[src/sv/prp_pkg.sv]
// shared types and constants for the page replacement policy block
package prp_pkg;
	localparam logic [1:0] MODE_FIFO = 2'd0;
	localparam logic [1:0] MODE_RAND = 2'd1;
	localparam logic [1:0] MODE_LFC  = 2'd2;

	localparam logic [1:0] REG_MODE   = 2'd0;
	localparam logic [1:0] REG_FRAMES = 2'd1;
	localparam logic [1:0] REG_SEED   = 2'd2;

	localparam logic [31:0] LFSR_TAPS = 32'hA300_0000;

	// classified job handed from front to back
	typedef struct packed {
		logic [1:0]  mode;
		logic [7:0]  page;
		logic [6:0]  frames;
	} prp_job_t;

	function automatic logic [31:0] lfsr_next(input logic [31:0] v);
		logic [31:0] n;
		n = {1'b0, v[31:1]};
		if (v[0]) begin
			n = n ^ LFSR_TAPS;
		end
		return n;
	endfunction
endpackage

[src/sv/prp_front.sv]
// front end: accepts faults, drops invalid ones, queues the rest
module prp_front import prp_pkg::*; #(
	parameter int DEPTH = 2
) (
	input  logic           clk,
	input  logic           arst_n,
	input  logic           in_valid,
	output logic           in_stall,
	input  logic [7:0]     fault_page,
	input  logic [1:0]     mode,
	input  logic [6:0]     frames,
	output logic           job_valid,
	input  logic           job_take,
	output prp_job_t       job
);
	localparam int AW = (DEPTH > 1) ? $clog2(DEPTH) : 1;
	prp_job_t       mem_q [DEPTH];
	logic [AW-1:0]  wr_q, rd_q;
	logic [AW:0]    cnt_q;
	logic           push;

	assign in_stall = (cnt_q == (AW+1)'(DEPTH));
	// mode 3 faults are swallowed without a result
	assign push = in_valid && !in_stall && (mode != 2'd3);
	assign job_valid = (cnt_q != '0);
	assign job = mem_q[rd_q];

	always_ff @(posedge clk) begin
		if (push) begin
			mem_q[wr_q] <= '{mode: mode, page: fault_page, frames: frames};
		end
	end

	always_ff @(posedge clk or negedge arst_n) begin
		if (!arst_n) begin
			wr_q <= '0;
			rd_q <= '0;
			cnt_q <= '0;
		end else begin
			if (push) begin
				wr_q <= (wr_q == AW'(DEPTH-1)) ? '0 : wr_q + 1'b1;
			end
			if (job_take) begin
				rd_q <= (rd_q == AW'(DEPTH-1)) ? '0 : rd_q + 1'b1;
			end
			cnt_q <= cnt_q + (AW+1)'(push) - (AW+1)'(job_take);
		end
	end

	assert property (@(posedge clk) disable iff (!arst_n) !(job_take && !job_valid))
		else $error("pop of empty queue");
	assert property (@(posedge clk) disable iff (!arst_n) cnt_q <= (AW+1)'(DEPTH))
		else $error("queue overfilled");
	assert property (@(posedge clk) disable iff (!arst_n) !(push && mode == 2'd3))
		else $error("unused mode queued");
endmodule

[config.mk]
export PLATFORM = sky130hd
export DESIGN_NAME = prp_front
export DESIGN_NICKNAME = d
export VERILOG_FILES = /design/src/sv/prp_pkg.sv /design/src/sv/prp_front.sv
export SDC_FILE = /design/constraint.sdc
export NUM_CORES = 1
export LEC_CHECK = 0
export BUFFER_PORTS_ARGS = -buffer_cell sky130_fd_sc_hd__buf_2
export CAP_MARGIN = 20
export CORE_MARGIN = 1.5
export CORE_UTILIZATION = 35
export CTS_BUF_LIST = sky130_fd_sc_hd__clkbuf_8
export DETAILED_ROUTE_END_ITERATION = 7
export PLACE_DENSITY_LB_ADDON = 0.12
export SKIP_CTS_REPAIR_TIMING = 1
export SLEW_MARGIN = 20
export SYNTH_ARGS = -nofsm -noshare
export SYNTH_HDL_FRONTEND = slang
export SYNTH_SLANG_ARGS = --single-unit
export TNS_END_PERCENT = 10
[constraint.sdc]
create_clock -name clk -period 5.71 [get_ports clk]
set_input_delay 1.142 -clock clk [delete_from_list [all_inputs] [get_ports clk]]
set_output_delay 1.142 -clock clk [all_outputs]
set_load 0.05 [all_outputs]
== Word-level counts from Yosys, hierarchy flattened ==
Memory sizes are Yosys's and may differ from the RTL's.
Index checks and enable logic that the tools add are counted.

* Equality and inequality tests: 2
* Add/sub/neg operators: 4
* Muxes and demuxes: 4
* Reduce and logical (&&, ||, !) cells: 4

{| class="wikitable"
|+ Operators with widths
! cell !! number
|-
| $mux W1 || 4
|-
| $add A1 B1 Y1 const B || 2
|-
| $add A2 B1 Y2 || 1
|-
| $eq A2 B2 Y1 const B || 1
|-
| $logic_and A1 B1 Y1 || 2
|-
| $ne A2 B2 Y1 const B || 1
|-
| $reduce_bool A2 Y1 || 1
|-
| $sub A2 B1 Y2 || 1
|-
| $logic_not A1 Y1 || 1
|}

* Input port bits: 21
* Bits in writable memories: 34
* Memories kept: 1
* Output and inout port bits: 19
* Register bits after elaboration: 4
* Logic and storage cells: 18

{| class="wikitable"
|+ Memories
! name !! depth !! width !! read ports !! clocked after memory_dff !! wr ports !! line !! text
|-
| mem_q || 2 || 17 || 1 || 0 || 1 || prp_front.sv:17 || <nowiki>prp_job_t mem_q [DEPTH];</nowiki>
|}

== Logic depth before layout (Yosys ltp) ==
* Depth in word-level cells: 6
* Depth in mapped cells: 7
* Mapped depth without buffers: 7

== Worst setup path after synthesis ==
No wires, ideal clock.

* Kind: in2reg
* From: in mode[0]
* To: mem mem_q[1][0] in the netlist's numbering, enable pin
* Setup time: 0.391 ns
* Required time: 5.319 ns
* Path slack: 3.243 ns
* Buffers on the path: 0
* Stages: 3
* Arrival: 2.077 ns
* Path through: nand2_1 -> nand3b_4 -> nor2_1

* Cells in the longest elaborated chain, start to end: 4

{| class="wikitable"
|+ RTL lines
! item !! line !! text
|-
| start: declaration || prp_front.sv:10 || <nowiki>input logic [1:0] mode,</nowiki>
|-
| $ne A2 B2 Y1 || prp_front.sv:24 || <nowiki>assign push = in_valid && !in_stall && (mode != 2'd3);</nowiki>
|-
| $logic_and A1 B1 Y1 || prp_front.sv:24 ||
|-
| $mux W1 || prp_front.sv:29 || <nowiki>if (push) begin</nowiki>
|-
| $mux W1 (not written as such) || prp_front.sv:30 || <nowiki>mem_q[wr_q] <= '{mode: mode, page: fault_page, frames: frames};</nowiki>
|-
| end: declaration || prp_front.sv:17 ||
|}

Every way passes these cells.

==> impl_results.md <==
- Largest net degree at the start of global routing: 19
- Max transition margin: 36.8%
- Die Area: 0.00466 mm2
- Net count of the mapped netlist: 94
- Min-Delay Endpoint: cnt_q[1]$_DFF_PN0_
- Run status: completed
- Crit path DAT: 1870 ps
- Largest stage delay on the critical path: 970 ps
- Final TNS setup: 0 ps
- Max-cap violation count: 0
- DIE HEIGHT: 68.3 um
- Overflow left after global routing: 0
- Number of synthesis warnings: 0
- Number of standard cells after synthesis: 71
- #FFs+latches synth: 38
- Worst flop-to-flop path endpoint: mem_q[1][4]$_DFFE_PP_
- Initial antenna violation count: 0
- Vias in the first global route: 708
- Least-Margin Pin Slew: 948 ps
- Routed Wire Length: 2220 um
- Maximum net fanout on the critical path: 18
- Maximum resistive drop on vdd: 0.000223 V
- Top-level port count: 40
- Starting DRC count in detailed routing: 41
- Syn_area_per_cell: 21.0 um2
- Portion of the post-synthesis area used by sequential elements: 75.2%
- Number of design rule violations left after detail routing: 0
- Register-to-Register Setup Slack: 3880 ps
- Cell depth of the worst flop-to-flop path: 3
- Fillcell total: 370
- Detail-routed via count per cell: 4.51
- Required time worst endpoint: 4570 ps
- Initial core utilization: 36.8%
- Static leakage power: 0.000732 uW
- Most common library cell in the layout ignoring fill and taps: sky130_fd_sc_hd__buf_2
- Inserted Clock Buffers: 5
- Worst min-delay path startpoint: cnt_q[1]$_DFF_PN0_
- R2r startpoint: cnt_q[1]$_DFF_PN0_
- Period utilization: 52.8%
- Pwr per Cell Area: 557 mW/mm2
- Clock Skew: 7.35 ps
- Final Wtd Congestion: 0.650
- H-Tree Depth: 2
- Synth Cell Area: 0.00149 mm2
- Antenna diodes: 0
- Cell with the biggest individual delay on the critical path: sky130_fd_sc_hd__dfrtp_1
- Routed wirelength normalized by instance count: 13.4 um
- HPWL reported at the end of detailed placement: 1520 um
- Number of rows created at floorplan: 23
- Total via count in the routed design: 749
- Final count of pins violating max slew: 0
- Die Span X: 68.3 um
- Type of element launching the critical path: register
- Sink Count: 38
- Area of the placeable core: 0.00406 mm2
- Worst min-delay path class: register to register
- CTS tree: yes
- Number of cells on the worst hold path: 1
- Unrepaired setup endpoints after global routing: no
- Post-layout net count: 138
- Number of hold violations in the final report: 0
- Timing-limited maximum frequency: 332 MHz
- First drt pass iteration count: 4
- Share of layout cells above drive strength 1: 57.8%
- Final setup vio count: 0
- Critical path class: register to output pin
- Worst skew pair latency: 280 ps
- Clock-pin slew of the registers on the worst-case setup and hold paths: 60 ps
- Endpoint class of the critical path: output pin
- Layout Utilization: 44.7%
- Total global-route track usage: 10.6%
- Clock root cell: sky130_fd_sc_hd__clkbuf_8
- Global-route wire length before repair: 3290 um
- Area delta synth->final: 21.6%
- Number of input and output port buffers inserted: 39
- Worst-path cell chain: mux2_2 > buf_2
- Final Critical Period: 3020 ps
- Post-route antenna net violation count: 0
- Maximum buffer depth of the clock tree: 2
- Leading cell types in the layout, fill and taps excluded: sky130_fd_sc_hd__buf_2, sky130_fd_sc_hd__edfxtp_1, sky130_fd_sc_hd__mux2_4, sky130_fd_sc_hd__mux2_2, sky130_fd_sc_hd__clkbuf_8
- Synth unique cells: 15
==> through the flow <==
stage | power [uW] | instances | hold slack [ps] | setup slack (ps) | area [um2]
finish | 1010 | 166 | 490 | 2690 | 1810
global route | 1060 | 166 | 514 | 2590 | 1810
CTS | 1030 | 166 | 492 | 2640 | 1810
detailed placement | 849 | 158 | 476 | 2950 | 1720
global placement | 842 | 158 | 476 | 2950 | 1720
floorplan | 780 | 71 | 451 | 3240 | 1490
==> cells by family after synthesis <==
kind of cell	after synthesis	synth area share, %
DFF	38	75.2
muxes	17	15.1
and+or+nand+nor	6	3.10
xor gates and xnor gates	4	2.35
buffers and inverters	4	2.60
adders and majority gates	2	1.68
==> registers in the layout, summed over array words and instances, names as in the netlist <==
name and cells:
cnt_q 2, mem_q 34, rd_q 1, wr_q 1
==> worst max-delay path, delay by kind of cell (launching register included) <==
family / cells / cell delay, ps
DFF: 1 / 970
muxes: 1 / 420
buffers and inverters: 1 / 210
==> power breakdown <==
| group | switching [uW] | internal (uW) |
|---|---|---|
| Sequential | 50.1 | 369 |
| Clock | 81.3 | 94.7 |
| Combinational | 275 | 140 |
| Total | 406 | 604 |
==> cells in the mapped netlist <==
cell type | count | share of area (%)
sky130_fd_sc_hd__ha_1 | 2 | 1.7
sky130_fd_sc_hd__nor2_1 | 2 | 0.50
sky130_fd_sc_hd__dfrtp_1 | 4 | 6.7
sky130_fd_sc_hd__mux2_2 | 8 | 6.0
sky130_fd_sc_hd__edfxtp_1 | 34 | 68
sky130_fd_sc_hd__nand3b_4 | 1 | 1.3
sky130_fd_sc_hd__xnor2_1 | 3 | 1.8
sky130_fd_sc_hd__nand2_1 | 1 | 0.25
sky130_fd_sc_hd__buf_12 | 1 | 1.3
sky130_fd_sc_hd__xor2_1 | 1 | 0.59
sky130_fd_sc_hd__mux2_4 | 9 | 9.1
sky130_fd_sc_hd__inv_1 | 2 | 0.50
sky130_fd_sc_hd__or2_2 | 1 | 0.42
sky130_fd_sc_hd__nor2b_2 | 1 | 0.59
sky130_fd_sc_hd__buf_6 | 1 | 0.75
==> routing by layer <==
layer	routed length, um	global-route usage [%]	up-vias
met5	0	0	-
li1	-	-	353
met2	1130	16.5	25
met1	912	12.0	369
met3	165	4.11	2
met4	14	7.50	0
==> final cells by class <==
type / count / area, um2 / area share (%)
Sequential cell: 38 / 1120 / 61.8
Tap cell: 50 / 62.6 / 3.45
Multi-Input combinational cell: 29 / 337 / 18.6
Clock buffer: 6 / 82.6 / 4.55
Timing Repair Buffer: 39 / 195 / 10.8
Clock inverter: 2 / 7.51 / 0.414
Inverter: 2 / 7.51 / 0.414
==> how the worst max path moves through the flow <==
| stage | startpoint | end | slack (ps) | cells after the start |
|---|---|---|---|---|
| 6_report | rd_q$_DFFE_PN0P_ | job[16] | 2690 | 2 |
| 3_5_place_dp | rd_q$_DFFE_PN0P_ | job[16] | 2950 | 2 |
| 4_1_cts | rd_q$_DFFE_PN0P_ | job[16] | 2640 | 2 |
| 5_1_grt | rd_q$_DFFE_PN0P_ | job[16] | 2590 | 2 |
| 3_3_place_gp | rd_q$_DFFE_PN0P_ | job[16] | 2950 | 2 |
| 2_1_floorplan | mode[0] | mem_q[1][0]$_DFFE_PP_ | 3240 | 3 |
(Power assumes the default switching activity.)
